==> src/rtl/text_mode_console_writer_defines.svh <==
// Assertion macros of the console writer RTL, included by tmcw_engine.
// Needs signals named clock and reset in the module that uses them.
// Defining NO_ASSERTIONS turns every macro into an empty statement.
`ifndef TEXT_MODE_CONSOLE_WRITER_DEFINES_SVH
`define TEXT_MODE_CONSOLE_WRITER_DEFINES_SVH

`ifndef NO_ASSERTIONS

`define TMCW_ASSERT(lbl, prop) \
   lbl: assert property (@(posedge clock) disable iff (reset) prop) \
      else $error("tmcw assertion failed");

`define TMCW_ASSERT_ALWAYS(lbl, prop) \
   lbl: assert property (@(posedge clock) prop) \
      else $error("tmcw assertion failed");

`else

`define TMCW_ASSERT(lbl, prop)

`define TMCW_ASSERT_ALWAYS(lbl, prop)

`endif

`endif

==> src/rtl/tmcw_pkg.sv <==
// Shared constants, codes and helper functions of the console writer.
// Used by every module of the block; depends on nothing.
package tmcw_pkg;

   localparam int DEFAULT_COLUMNS = 80;
   localparam int DEFAULT_ROWS    = 25;

   localparam int CODE_W     = 8;
   localparam int COLOR_W    = 8;
   localparam int ENTRY_W    = CODE_W + COLOR_W;
   localparam int ADDR_W     = 11;
   localparam int ROW_PORT_W = 5;
   localparam int COL_PORT_W = 7;

   localparam logic KIND_PUT  = 1'b0;
   localparam logic KIND_READ = 1'b1;

   localparam logic [CODE_W-1:0]  NULL_CODE    = 8'd0;
   localparam logic [CODE_W-1:0]  NEWLINE_CODE = 8'd10;
   localparam logic [CODE_W-1:0]  SPACE_CODE   = 8'd32;
   localparam logic [COLOR_W-1:0] RESET_COLOR  = 8'd7;
   localparam logic [ENTRY_W-1:0] RESET_CELL   = 16'h0720;

   function automatic logic [ENTRY_W-1:0] make_cell(input logic [CODE_W-1:0] code,
                                                   input logic [COLOR_W-1:0] color);
      return {color, code};
   endfunction

endpackage

==> src/rtl/tmcw_engine.sv <==
// Console sequencer: cursor, put and read handling, scroll copy, row fill,
// clearing pass and result register. Drives the cell RAM; uses tmcw_pkg.
`include "text_mode_console_writer_defines.svh"

module tmcw_engine import tmcw_pkg::*; #(
   parameter int COLUMNS = DEFAULT_COLUMNS,
   parameter int ROWS    = DEFAULT_ROWS,
   localparam int CELL_COUNT = ROWS * COLUMNS,
   localparam int CELL_W     = $clog2(CELL_COUNT),
   localparam int ROW_W      = $clog2(ROWS),
   localparam int COL_W      = (COLUMNS > 1) ? $clog2(COLUMNS) : 1
) (
   input  logic                  clock,
   input  logic                  reset,
   input  logic                  req_valid,
   output logic                  req_stall,
   input  logic                  req_kind,
   input  logic [CODE_W-1:0]     req_char_code,
   input  logic [ADDR_W-1:0]     req_cell_address,
   output logic                  rsp_valid,
   input  logic                  rsp_stall,
   output logic [ENTRY_W-1:0]    rsp_cell_entry,
   output logic [ROW_PORT_W-1:0] rsp_cursor_row,
   output logic [COL_PORT_W-1:0] rsp_cursor_column,
   input  logic [COLOR_W-1:0]    color,
   output logic                  mem_we,
   output logic [CELL_W-1:0]     mem_waddr,
   output logic [ENTRY_W-1:0]    mem_wdata,
   output logic [CELL_W-1:0]     mem_raddr,
   input  logic [ENTRY_W-1:0]    mem_rdata
);

   typedef enum logic [2:0] {
      ST_CLEAR,
      ST_IDLE,
      ST_READ,
      ST_SCROLL_READ,
      ST_SCROLL_LAST,
      ST_FILL,
      ST_DONE
   } state_type;

   localparam logic [CELL_W-1:0] LAST_CELL  = CELL_W'(CELL_COUNT - 1);
   localparam logic [CELL_W-1:0] ROW_STRIDE = CELL_W'(COLUMNS);
   localparam logic [CELL_W-1:0] BOTTOM_ROW = CELL_W'(CELL_COUNT - COLUMNS);

   state_type            state_ff, state_in;
   logic [CELL_W-1:0]    sweep_ff, sweep_in;
   logic [CELL_W-1:0]    dst_ff, dst_in;
   logic                 copy_valid_ff, copy_valid_in;
   logic [ROW_W-1:0]     row_ff, row_in;
   logic [COL_W-1:0]     col_ff, col_in;
   logic [ENTRY_W-1:0]   entry_ff, entry_in;
   logic                 in_range_ff, in_range_in;
   logic                 rsp_valid_ff, rsp_valid_in;
   logic [ENTRY_W-1:0]   rsp_entry_ff, rsp_entry_in;
   logic [ROW_PORT_W-1:0] rsp_row_ff, rsp_row_in;
   logic [COL_PORT_W-1:0] rsp_col_ff, rsp_col_in;

   logic [CELL_W-1:0]    put_index;
   logic [ENTRY_W-1:0]   put_cell;
   logic                 col_wrap;
   logic                 row_last;
   logic                 new_line;

   assign put_index = CELL_W'(row_ff) * ROW_STRIDE + CELL_W'(col_ff);
   assign put_cell  = make_cell(req_char_code, color);
   assign col_wrap  = (int'(col_ff) + 1) >= COLUMNS;
   assign row_last  = (int'(row_ff) + 1) >= ROWS;
   assign new_line  = (req_char_code == NEWLINE_CODE) || col_wrap;

   assign req_stall = (state_ff != ST_IDLE);

   always_comb begin
      state_in      = state_ff;
      sweep_in      = sweep_ff;
      dst_in        = dst_ff;
      copy_valid_in = copy_valid_ff;
      row_in        = row_ff;
      col_in        = col_ff;
      entry_in      = entry_ff;
      in_range_in   = in_range_ff;
      rsp_valid_in  = rsp_valid_ff && rsp_stall;
      rsp_entry_in  = rsp_entry_ff;
      rsp_row_in    = rsp_row_ff;
      rsp_col_in    = rsp_col_ff;
      mem_we        = 1'b0;
      mem_waddr     = sweep_ff;
      mem_wdata     = RESET_CELL;
      mem_raddr     = sweep_ff;

      unique case (state_ff)
         ST_CLEAR: begin
            mem_we = 1'b1;
            if (sweep_ff == LAST_CELL) begin
               sweep_in = '0;
               state_in = ST_IDLE;
            end else begin
               sweep_in = sweep_ff + 1'b1;
            end
         end
         ST_IDLE: begin
            mem_raddr = CELL_W'(req_cell_address);
            if (req_valid) begin
               if (req_kind == KIND_READ) begin
                  in_range_in = int'(req_cell_address) < CELL_COUNT;
                  state_in    = ST_READ;
               end else if (req_char_code == NULL_CODE) begin
                  entry_in = '0;
                  state_in = ST_DONE;
               end else begin
                  mem_we    = 1'b1;
                  mem_waddr = put_index;
                  mem_wdata = put_cell;
                  entry_in  = put_cell;
                  if (new_line) begin
                     col_in = '0;
                     if (row_last) begin
                        sweep_in      = ROW_STRIDE;
                        copy_valid_in = 1'b0;
                        state_in      = ST_SCROLL_READ;
                     end else begin
                        row_in   = row_ff + 1'b1;
                        state_in = ST_DONE;
                     end
                  end else begin
                     col_in   = col_ff + 1'b1;
                     state_in = ST_DONE;
                  end
               end
            end
         end
         ST_READ: begin
            entry_in = in_range_ff ? mem_rdata : '0;
            state_in = ST_DONE;
         end
         ST_SCROLL_READ: begin
            mem_we        = copy_valid_ff;
            mem_waddr     = dst_ff;
            mem_wdata     = mem_rdata;
            dst_in        = sweep_ff - ROW_STRIDE;
            copy_valid_in = 1'b1;
            if (sweep_ff == LAST_CELL) begin
               state_in = ST_SCROLL_LAST;
            end else begin
               sweep_in = sweep_ff + 1'b1;
            end
         end
         ST_SCROLL_LAST: begin
            mem_we        = 1'b1;
            mem_waddr     = dst_ff;
            mem_wdata     = mem_rdata;
            copy_valid_in = 1'b0;
            sweep_in      = BOTTOM_ROW;
            state_in      = ST_FILL;
         end
         ST_FILL: begin
            mem_we    = 1'b1;
            mem_wdata = make_cell(SPACE_CODE, color);
            if (sweep_ff == LAST_CELL) begin
               sweep_in = '0;
               state_in = ST_DONE;
            end else begin
               sweep_in = sweep_ff + 1'b1;
            end
         end
         ST_DONE: begin
            if (!rsp_valid_ff || !rsp_stall) begin
               rsp_valid_in = 1'b1;
               rsp_entry_in = entry_ff;
               rsp_row_in   = ROW_PORT_W'(row_ff);
               rsp_col_in   = COL_PORT_W'(col_ff);
               state_in     = ST_IDLE;
            end
         end
         default: begin
            state_in = ST_CLEAR;
         end
      endcase
   end

   always_ff @(posedge clock) begin
      if (reset) begin
         state_ff      <= ST_CLEAR;
         sweep_ff      <= '0;
         copy_valid_ff <= 1'b0;
         row_ff        <= '0;
         col_ff        <= '0;
         rsp_valid_ff  <= 1'b0;
      end else begin
         state_ff      <= state_in;
         sweep_ff      <= sweep_in;
         copy_valid_ff <= copy_valid_in;
         row_ff        <= row_in;
         col_ff        <= col_in;
         rsp_valid_ff  <= rsp_valid_in;
      end
      dst_ff       <= dst_in;
      entry_ff     <= entry_in;
      in_range_ff  <= in_range_in;
      rsp_entry_ff <= rsp_entry_in;
      rsp_row_ff   <= rsp_row_in;
      rsp_col_ff   <= rsp_col_in;
   end

   assign rsp_valid         = rsp_valid_ff;
   assign rsp_cell_entry    = rsp_entry_ff;
   assign rsp_cursor_row    = rsp_row_ff;
   assign rsp_cursor_column = rsp_col_ff;

   // The cursor never leaves the screen, and no write lands past the last cell.
   `TMCW_ASSERT(a_row_in_bounds, (int'(row_ff) < ROWS))
   `TMCW_ASSERT(a_col_in_bounds, (int'(col_ff) < COLUMNS))
   `TMCW_ASSERT(a_write_in_range, mem_we |-> (int'(mem_waddr) < CELL_COUNT))
   // An accepted transfer always takes the sequencer out of ST_IDLE in the next cycle.
   `TMCW_ASSERT(a_accept_busy, (req_valid && !req_stall) |=> (state_ff != ST_IDLE))
   // The final copy write always follows the last copy read.
   `TMCW_ASSERT(a_scroll_order, (state_ff == ST_SCROLL_LAST) |-> $past(state_ff == ST_SCROLL_READ))

endmodule

==> config.mk <==
export PLATFORM = sky130hd
export DESIGN_NAME = tmcw_engine
export DESIGN_NICKNAME = d
export VERILOG_FILES = /design/src/rtl/tmcw_pkg.sv /design/src/rtl/tmcw_engine.sv
export VERILOG_INCLUDE_DIRS = /design/src /design/src/rtl
export SDC_FILE = /design/constraint.sdc
export NUM_CORES = 1
export LEC_CHECK = 0
export ABC_AREA = 1
export BUFFER_PORTS_ARGS = -buffer_cell sky130_fd_sc_hd__buf_2
export CAP_MARGIN = 5
export CORE_AREA = 4 4 144 146
export DETAILED_ROUTE_END_ITERATION = 8
export DIE_AREA = 0 0 148 150
export PLACE_DENSITY = 0.45
export SLEW_MARGIN = 20
export SYNTH_ARGS = -nofsm -noshare
export SYNTH_HDL_FRONTEND = slang
export SYNTH_SLANG_ARGS = --single-unit
==> constraint.sdc <==
create_clock -name clock -period 2.6 [get_ports clock]
set_input_delay 0.52 -clock clock [delete_from_list [all_inputs] [get_ports clock]]
set_output_delay 0.52 -clock clock [all_outputs]
set_load 0.005 [all_outputs]
; ---- Word-level counts from Yosys, hierarchy flattened
; Cells that the tools add are included.
[totals]
register_bits = 84
inputBits = 48
out_inout_bits = 69
[classes]
add_sub_neg = 7
n_mul = 1
order_cmp = 3
eq_ne = 19
mux = 45
n_bitwise = 3
n_reduce_logical = 21
[ops]
columns = op, count
row1 = two-way mux 11 bit, 11
row2 = two-way mux 16 bit, 7
row3 = one-hot mux 16 bit (3 select lines), 1
row4 = one-hot mux 11 bit (4 select lines), 1
row5 = one-hot mux 16 bit (2 select lines), 1
row6 = two-way mux 3 bit, 9
row7 = one-hot mux 11 bit (2 select lines), 1
row8 = one-hot mux 3 bit (7 select lines), 1
row9 = != test 2 bit (second input constant), 10
row10 = AND reduction 6 bit, 2
row11 = adder 11 x 1 -> 11 bit (second input constant), 1
row12 = adder 11 x 7 -> 11 bit, 1
row13 = equality test 11 bit (second input constant), 1
row14 = < comparator 11 bit (second input constant), 1
row15 = subtractor 11 x 7 -> 11 bit (second input constant), 1
row16 = two-way mux 1 bit, 10
row17 = equality test 3 bit (second input constant), 3
row18 = adder 7 x 1 -> 8 bit (second input constant), 1
row19 = equality test 8 x 4 -> 1 bit (second input constant), 1
row20 = greater-or-equal comparator 8 x 7 -> 1 bit (second input constant), 1
row21 = logical NOT 8 bit, 1
row22 = adder 7 x 1 -> 7 bit (second input constant), 1
row23 = multiplier 5 x 3 -> 7 bit (second input constant), 1
row24 = two-way mux 7 bit, 1
row25 = other kinds (22), 30

; ---- Longest topological paths before layout
; Gate-level depths: netlist of run 1.
[depth]
word_depth = 8
depth_mapped = 15

; ---- Least setup slack after synthesis of run 1
; No wires, ideal clock.
[synth_path]
path_type = register to output
start = register row_ff[1]
end = output mem_waddr[9]
arrival_time_ns = 1.976
required_time_ns = 2.080
slack_ns = 0.104
stages_incl_launch_ff = 10
path_buffers = 0
path_cell_list = dfxtp_1 -> ha_1 -> ha_1 -> fa_1 -> inv_1 -> nor2_1 -> xor2_1 -> nand2_1 -> o211ai_1 -> o211ai_1
[synth_between]
elab_chain_len = 6
[synth_lines]
columns = element, line_no
row1 = start: declaration, tmcw_engine.sv:51  ; logic [ROW_W-1:0] row_ff, row_in;
row2 = start signal: assignment, tmcw_engine.sv:194  ; row_ff <= row_in;
row3 = multiplier 5 x 3 -> 7 bit, tmcw_engine.sv:66  ; assign put_index = CELL_W'(row_ff) * ROW_STRIDE + CELL_W'(col_ff);
row4 = adder 11 x 7 -> 11 bit, tmcw_engine.sv:66
row5 = two-way mux 11 bit, tmcw_engine.sv:108  ; end else if (req_char_code == NULL_CODE) begin
row6 = two-way mux 11 bit, tmcw_engine.sv:105  ; if (req_kind == KIND_READ) begin
row7 = two-way mux 11 bit, tmcw_engine.sv:104  ; if (req_valid) begin
row8 = one-hot mux 11 bit (2 select lines), tmcw_engine.sv:92  ; unique case (state_ff)
row9 = end: declaration, tmcw_engine.sv:27  ; output logic [CELL_W-1:0] mem_waddr,
; Every way passes these cells.

; ---- Final worst setup path of run 1
[layout_path]
start = register row_ff[3]
end = output mem_waddr[9]
; Same word-level chain as after synthesis.

==> results of run 1 <==
==> where the power goes <==
group	switching (mW)	internal, mW
clock	0.595	0.671
sequential	0.00639	1.41
combinational	0.0707	0.0578
total	0.672	2.14
==> registers in the layout, summed over array words and instances (netlist names), 3 cells and up <==
name / cells
sweep_ff: 11
entry_ff: 16
rsp_cursor_row: 5
rsp_cursor_column: 7
row_ff: 5
dst_ff: 11
state_ff: 3
col_ff: 7
rsp_cell_entry: 16
==> stage by stage <==
stage	TNS, ps	instances
CTS	-694	958
floorplan	0	547
finish	-570	964
detailed placement	-2.67	938
global route	-1040	964
global placement	0	938
==> timing repair <==
item	in CTS	in global routing
resized for setup	22	10
gates cloned	0	0
pin swaps	7	6
endpoints found under the hold margin	0	0
setup buffers	4	6
endpoints found under the setup margin	17	15
==> routing by layer <==
metal | track usage [%] | up-vias | routed length (um)
met5 | 0 | - | 0
met4 | 6.05 | 0 | 376
met3 | 2.12 | 19 | 493
met2 | 22.7 | 85 | 7330
met1 | 16.0 | 1976 | 6220
li1 | - | 2170 | -
==> worst min path at each step <==
stage,end,slack (ps)
6_report,rsp_cell_entry[7]$_DFFE_PP_,420
4_1_cts,rsp_cell_entry[7]$_DFFE_PP_,420
3_5_place_dp,rsp_cell_entry[1]$_DFFE_PP_,400
2_1_floorplan,rsp_cell_entry[0]$_DFFE_PP_,400
5_1_grt,rsp_cell_entry[12]$_DFFE_PP_,430
3_3_place_gp,rsp_cell_entry[15]$_DFFE_PP_,400
==> kinds of logic (layout without fill, tap and decap cells) <==
kind of cell    after synthesis  after routing  synth area share (%)
buf+inv                      88            240                  7.46
simple gates                220            220                  22.8
xor+xnor                     15             15                  2.75
flops                        84             84                  46.9
fa+ha+maj                    19             19                  5.29
compound gates              121            121                  14.8
==> cell usage in the layout (no fill, tap or decap), drive strengths merged <==
cell type  synthesis  final
a21boi             1      1
nand2            119    119
a221o              1      1
nand3b             2      2
o21bai             1      1
xnor2              3      3
a22oi              4      4
nor2              38     38
inv               73     76
buf                7    150
nor3              10     10
fa                 2      2
dfxtp             28     28
clkbuf             7      9
o21a               1      1
ha                17     17
or2                1      1
clkinvlp           0      3
o32ai              2      2
clkinv             1      2
nand3             39     39
nand4              7      7
nor3b              2      2
o211ai            10     10
a21oi             33     33
o2111ai            1      1
xor2              12     12
nor4               1      1
o21ai             48     48
and3               1      1
o221ai             2      2
edfxtp            56     56
o22ai             16     16
a211oi             1      1
==> layout make-up <==
type / count / area (um^2) / share of cell area (%)
clock buffer: 9 / 225 / 3.57
clock inverter: 7 / 63.8 / 1.01
inverter: 74 / 302 / 4.78
multi-input combinational: 375 / 2290 / 36.3
sequential: 84 / 2260 / 35.8
tap: 265 / 332 / 5.26
timing repair buffer: 150 / 836 / 13.3
==> worst max-delay path, delay by kind of cell, from the launching register on <==
kind | cells | cell delay, ps
DFF | 1 | 340
adders and majority gates | 3 | 930
and+or+nand+nor | 2 | 160
buffers and inverters | 2 | 200
AOI/OAI and AO/OA | 2 | 180
xor gates and xnor gates | 1 | 160
==> results.cfg, run 1 <==
[sta]
worst_slack_ps = -230
fmax_mhz = 353
period_minus_slack_ps = 2830
relSlewSlack_pct = 68.1
fin_worst_skew_ps = 9.29
setup_viol = 3
drv_slew = 0
fin_worst_hold_slack_ps = 420
rsz0062_at_grt = true
worstMarginPinSlew_ps = 477
hold_viol_final = 0
min_period_over_period_pct = 109

[die]
start_util_pct = 24.6
die_y_um = 150
core_area_um2 = 19400
rows = 51
die_area_um2 = 22200
die_x_um = 148
io-pin-count = 117

[synthesis]
yosysWarningCount = 0
avgSynthCellArea_um2 = 8.74
netlist.area_leader.share_pct = 35.2
synth_area_leaders = edfxtp_1 (35%), dfxtp_1 (12%), nand2_1 (8.6%)
yosys-top-cells-count = nand2_1 (109), inv_1 (63), edfxtp_1 (56)
synthFlopType = edfxtp_1
yosysSeqAreaShare_pct = 46.9
synth.distinct_cells = 50
synthArstFlopShare_pct = 0
syn_nets = 614
synth_most_common_cell = nand2_1
ys_ff_latch = 84
synth-edff-count = 56
yosysTopAreaCell = edfxtp_1
synthCells = 547
syn_area_um2 = 4780

[drt]
ant_nets = 0
drt_wl_total_um = 14400
dr.first_iter.drc_count = 191
detail_route.wl_per_cell_um = 15.0
vias_per_cell = 4.41
routed-via-count = 4250
first_pass_iters = 4
drc = 0

[min_path]
min_path_cells = 0
min_path_type = reg -> reg
hold_start = entry_ff[7]$_DFFE_PP_

[clock_tree]
root_buffer = clkbuf_16
clock_latency_ps = 350
cts_inserted_buffers = 9
clk_pin_slew_worst_paths_ps = 70
clk_path_buf_depth = 2
cts_tree = yes
cts.hold.buffers_added = 0
htreeDepth = 3
numClockSinks = 84

[power]
power.total_mw = 2.81
powerDensity_nw_per_um2 = 446
ir_worst_vdd_mv = 0.237
p_leak_nw = 2.59

[global_routing]
grt_pass1_vias = 4295
grt_pass1_wl_um = 22800
antenna_found_initial = 0
grt_max_degree = 32
grt.total_usage_pct = 13.1
globalRoute.totalOverflow = 0

[critical_path]
r2r_start = row_ff[0]$_SDFFE_PP0P_
startpoint_type = flop
critPathCapture = mem_waddr[9]
rr_worst_depth = 11
slowest_stage = fa_1
slowest_delay_ps = 530
r2r_setup_slack_ps = 450
r2r-end = sweep_ff[7]$_SDFFE_PP0P_
cp-end-kind = output port
path_cells = ha_4 > ha_4 > fa_1 > inv_2 > nor2_2 > xor2_1 > nand2_1 > o211ai_1 > o211ai_1 > buf_2
cp.arrival_ps = 2310
crit_start = row_ff[3]$_SDFFE_PP0P_
crit_fanout = 2
critPathRequiredTime_ps = 2080
critPathKind = reg -> out

[placement]
post-dp-hpwl_um = 11300
dpl_cell_area_um2 = 5810
port_buffers = 116
gp_congestion = 0.810
dp_slack_ps = -2.67

[final_layout]
nets = 761
drive_gt1_share_pct = 32.2
areaGrowthSynthToFinish_pct = 31.8
post-route-util_pct = 32.5
antenna_cells = 0
nFillCells = 2050
finalInstanceArea_um2 = 6300

[status]
status = finished, violations left
violations = negative setup slack

[run]
maxCapViolations = 0
(Power assumes the default switching activity.)
==> run 2, diff against run 1 <==
Settings changed: PLACE_DENSITY 0.45 to 0.44, SLEW_MARGIN 20 to 5.
Clock period 2.6 ns to 3.26 ns, I/O delays scaled along.
==> results.cfg, run 2 (same netlist as run 1, synthesis figures left out) <==
[status]
status = completed

[critical_path]
startpoint_type = flop
cp-end-kind = output port
critPathKind = reg -> out
r2r-end = entry_ff[3]$_DFFE_PP_
r2r_start = state_ff[0]$_SDFFE_PP0P_
cp.arrival_ps = 2440
rr_worst_depth = 6
critPathRequiredTime_ps = 2610
r2r_setup_slack_ps = 1050
crit_fanout = 5

[sta]
relSlewSlack_pct = 35.8
worstMarginPinSlew_ps = 961
fmax_mhz = 324
min_period_over_period_pct = 94.8
finalSetupTns_ps = 0
hold_viol_final = 0
setup_viol = 0
drv_slew = 0
rsz0062_at_grt = false
fin_worst_skew_ps = 12.1
period_minus_slack_ps = 3090

[global_routing]
gr-usage-met1_pct = 15.5
grt.total_usage_pct = 12.9
top_usage_layer = met2
met3_usage_pct = 2.09
grt_pass1_wl_um = 22600
use_met2_pct = 23.1
globalRoute.totalOverflow = 0
grt_pass1_vias = 4196
antenna_found_initial = 0
grt_max_degree = 32

[final_layout]
nFillCells = 2104
drive_gt1_share_pct = 28.0
finalInstanceArea_um2 = 5990
areaGrowthSynthToFinish_pct = 25.3
final_cell_mix = buf_2 (116), nand2_1 (109), inv_1 (63)
nets = 734
final_common_cell = buf_2
antenna_cells = 0

[die]
die_y_um = 150
core_area_um2 = 19400
rows = 51
start_util_pct = 24.6
die_x_um = 148
io-pin-count = 117
die_area_um2 = 22200

[drt]
detail_route.wl_per_cell_um = 15.5
ant_nets = 0
drt_wl_total_um = 14500
drc = 0
vias_per_cell = 4.52
dr.first_iter.drc_count = 335
first_pass_iters = 5
routed-via-count = 4237

[clock_tree]
htreeDepth = 3
clk_pin_slew_worst_paths_ps = 70
clk_path_buf_depth = 2
root_buffer = clkbuf_16
clock_latency_ps = 350
cts.hold.buffers_added = 0
numClockSinks = 84
cts_tree = yes
cts_inserted_buffers = 9

[min_path]
hold_start = entry_ff[4]$_DFFE_PP_
min_to = rsp_cell_entry[4]$_DFFE_PP_
min_path_type = reg -> reg
min_path_cells = 0

[power]
p_leak_nw = 2.46
powerDensity_nw_per_um2 = 369
ir_worst_vdd_mv = 0.218

[placement]
gp_congestion = 0.840
dpl_cell_area_um2 = 5670
post-dp-hpwl_um = 11400
port_buffers = 116

[run]
maxCapViolations = 0
-- run 2: per-layer routing --
| layer | vias up | wire, um |
|---|---|---|
| met5 | - | 0 |
| met4 | 0 | 332 |
| met3 | 22 | 488 |
| met2 | 93 | 7450 |
| met1 | 1998 | 6230 |
| li1 | 2124 | - |
-- run 2: final cells by class --
type                            count  area (um^2)  share of cell area (%)
Clock inverter                      7         56.3                   0.940
Inverter                           74          280                    4.68
Timing Repair Buffer              123          633                    10.6
Clock buffer                        9          225                    3.76
Sequential cell                    84         2250                    37.6
Tap cell                          265          332                    5.53
Multi-Input combinational cell    375         2210                    36.9
-- run 2: report_power, final --
| group | internal (mW) | switching [mW] | leakage, nW |
|---|---|---|---|
| combinational | 0.0450 | 0.0573 | 1.60 |
| sequential | 1.13 | 0.00576 | 0.724 |
| clock | 0.527 | 0.447 | 0.137 |
-- run 2: what timing repair did --
item	in CTS	in global routing
resized for setup	0	10
endpoints found under the setup margin	0	3
setup buffers	0	1
-- run 2: worst max path at each step --
stage                     cells after the start              startpoint             to
final                                        10  row_ff[3]$_SDFFE_PP0P_   mem_waddr[9]
after global routing                         10  row_ff[3]$_SDFFE_PP0P_   mem_waddr[9]
after CTS                                    10  row_ff[3]$_SDFFE_PP0P_   mem_waddr[9]
after detailed placement                     10        req_char_code[7]  mem_wdata[14]
after global placement                       10        req_char_code[7]  mem_wdata[14]
after floorplan                               9  row_ff[1]$_SDFFE_PP0P_   mem_waddr[9]
-- run 2: worst max-delay path, cell delays in order, from the launching register on --
cell and delay, ps:
dfxtp_4 370, ha_4 220, ha_2 190, fa_1 570, inv_1 80, nor2_2 120
xor2_1 150, nand2_1 70, o211ai_1 80, o211ai_1 120, buf_2 150
-- run 2: through the flow --
stage | worst slack [ps] | utilization [%] | power [mW] | hold slack (ps) | std cells
2_1_floorplan | 632 | - | 1.20 | 400 | 547
3_3_place_gp | 347 | 29.2 | 1.26 | 401 | 920
3_5_place_dp | 276 | 29.2 | 1.26 | 406 | 920
4_1_cts | 33.1 | 30.7 | 2.24 | 421 | 936
5_1_grt | 8.73 | 30.9 | 2.30 | 423 | 937
6_report | 170 | 30.9 | 2.21 | 420 | 937
==> run 3, diff against run 2 <==
Settings changed: CORE_AREA 4 4 144 146 to 4 4 201 105, DIE_AREA 0 0 148 150 to 0 0 205 109.
==> results.cfg, run 3 (same netlist as run 1, synthesis figures left out) <==
[critical_path]
slowest_stage = fa_1
r2r-end = entry_ff[15]$_DFFE_PP_
critPathRequiredTime_ps = 2610
slowest_delay_ps = 570
path_cells = ha_4 > ha_2 > fa_1 > inv_2 > nor2_2 > xor2_1 > nand2_1 > o211ai_1 > o211ai_1 > buf_2
crit_top_cell = o211ai_1
crit_fanout = 2
r2r_start = state_ff[0]$_SDFFE_PP0P_
cp.arrival_ps = 2430
startpoint_type = flop
r2r_setup_slack_ps = 1090
critPathKind = reg -> out
rr_worst_depth = 6
cp-end-kind = output port

[clock_tree]
htreeDepth = 3
cts_tree = yes
numClockSinks = 84
cts_inserted_buffers = 9
root_buffer = clkbuf_16
clock_latency_ps = 340
clk_pin_slew_worst_paths_ps = 70
clk_path_buf_depth = 2

[min_path]
min_to = rsp_cell_entry[2]$_DFFE_PP_
min_path_type = reg -> reg
min_path_cells = 0
hold_start = entry_ff[2]$_DFFE_PP_

[global_routing]
grt_pass1_wl_um = 23700
grt_pass1_vias = 4149
grt_max_degree = 33
antenna_found_initial = 0
grt.total_usage_pct = 13.8
globalRoute.totalOverflow = 0
met3_usage_pct = 2.59
top_usage_layer = met2
gr-usage-met1_pct = 19.6
use_met2_pct = 21.7

[power]
p_leak_nw = 2.51
ir_worst_vdd_mv = 0.265
powerDensity_nw_per_um2 = 396
power.total_mw = 2.41

[die]
die_y_um = 109
die_area_um2 = 22300
core_area_um2 = 19200
rows = 36
start_util_pct = 24.9
die_x_um = 205
io-pin-count = 117

[sta]
fmax_mhz = 324
worstMarginPinSlew_ps = 688
finalSetupTns_ps = 0
fin_worst_skew_ps = 11.8
hold_viol_final = 0
min_period_over_period_pct = 94.6
setup_viol = 0
relSlewSlack_pct = 54.1
rsz0062_at_grt = false
drv_slew = 0
period_minus_slack_ps = 3080

[final_layout]
final_cell_mix = buf_2 (116), nand2_1 (109), inv_1 (62)
nets = 739
register_area_um2 = 2250
multiInputGateArea_um2 = 2220
final_common_cell = buf_2
post-route-util_pct = 31.6
nFillCells = 2036
antenna_cells = 0
drive_gt1_share_pct = 28.1
areaGrowthSynthToFinish_pct = 27.3

[drt]
drc = 0
detail_route.wl_per_cell_um = 16.0
routed-via-count = 4180
dr.first_iter.drc_count = 248
vias_per_cell = 4.43
drt_wl_total_um = 15100
first_pass_iters = 6
ant_nets = 0

[run]
maxCapViolations = 0

[placement]
port_buffers = 116
post-dp-hpwl_um = 11800
gp_congestion = 0.802

[status]
status = completed
==> run 3: stage by stage <==
step	area, um^2	hold slack (ps)	setup WS, ps	std cells
after floorplan	4780	400	632	547
after global placement	5710	403	446	926
after detailed placement	5710	405	375	926
after CTS	6050	421	15.7	942
after global routing	6090	424	11.3	943
final	6090	417	175	943
==> run 3: area by class of cell <==
cell class | instances | share of cell area (%)
flip-flops and latches | 84 | 36.9
inverters | 74 | 4.60
well taps | 266 | 5.47
repair buffers | 128 | 11.0
multi-input cells | 375 | 36.4
clock buffers | 13 | 4.46
clock inverters | 3 | 1.11
==> run 3: worst max-delay path by stage <==
| stage | endpoint | slack [ps] | depth (start not counted) | start |
|---|---|---|---|---|
| 2_1_floorplan | mem_waddr[9] | 630 | 9 | row_ff[1]$_SDFFE_PP0P_ |
| 3_3_place_gp | mem_waddr[10] | 450 | 9 | row_ff[3]$_SDFFE_PP0P_ |
| 3_5_place_dp | mem_waddr[10] | 370 | 11 | row_ff[2]$_SDFFE_PP0P_ |
| 4_1_cts | mem_waddr[10] | 20 | 10 | row_ff[3]$_SDFFE_PP0P_ |
| 5_1_grt | mem_waddr[9] | 10 | 10 | row_ff[1]$_SDFFE_PP0P_ |
| 6_report | mem_waddr[9] | 180 | 10 | row_ff[1]$_SDFFE_PP0P_ |
==> run 3: per-layer routing <==
metal,wire length [um],vias up
met2,6650,73
met3,643,17
met1,7610,1953
met4,221,0
li1,-,2137
met5,0,-
==> run 3: report_power, final <==
group | switching, mW | internal [mW] | leakage [nW]
combinational | 0.0547 | 0.0450 | 1.63
clock | 0.438 | 0.741 | 0.161
sequential | 0.00487 | 1.13 | 0.723
total | 0.497 | 1.91 | 2.51
==> run 3: timing repair <==
| item | CTS | global route |
|---|---|---|
| setup buffers | 0 | 1 |
| pin swaps | 0 | 2 |
| setup endpoints to repair | 1 | 3 |
| hold buffers | 0 | 0 |
| gates resized for setup | 1 | 7 |
==> run 3: worst max-delay path, delay by kind of cell (launching register included) <==
family / cells / cell delay [ps]
flops: 1 / 390
compound gates: 2 / 190
xor+xnor: 1 / 160
fa+ha+maj: 3 / 980
simple gates: 2 / 170
buf+inv: 2 / 200
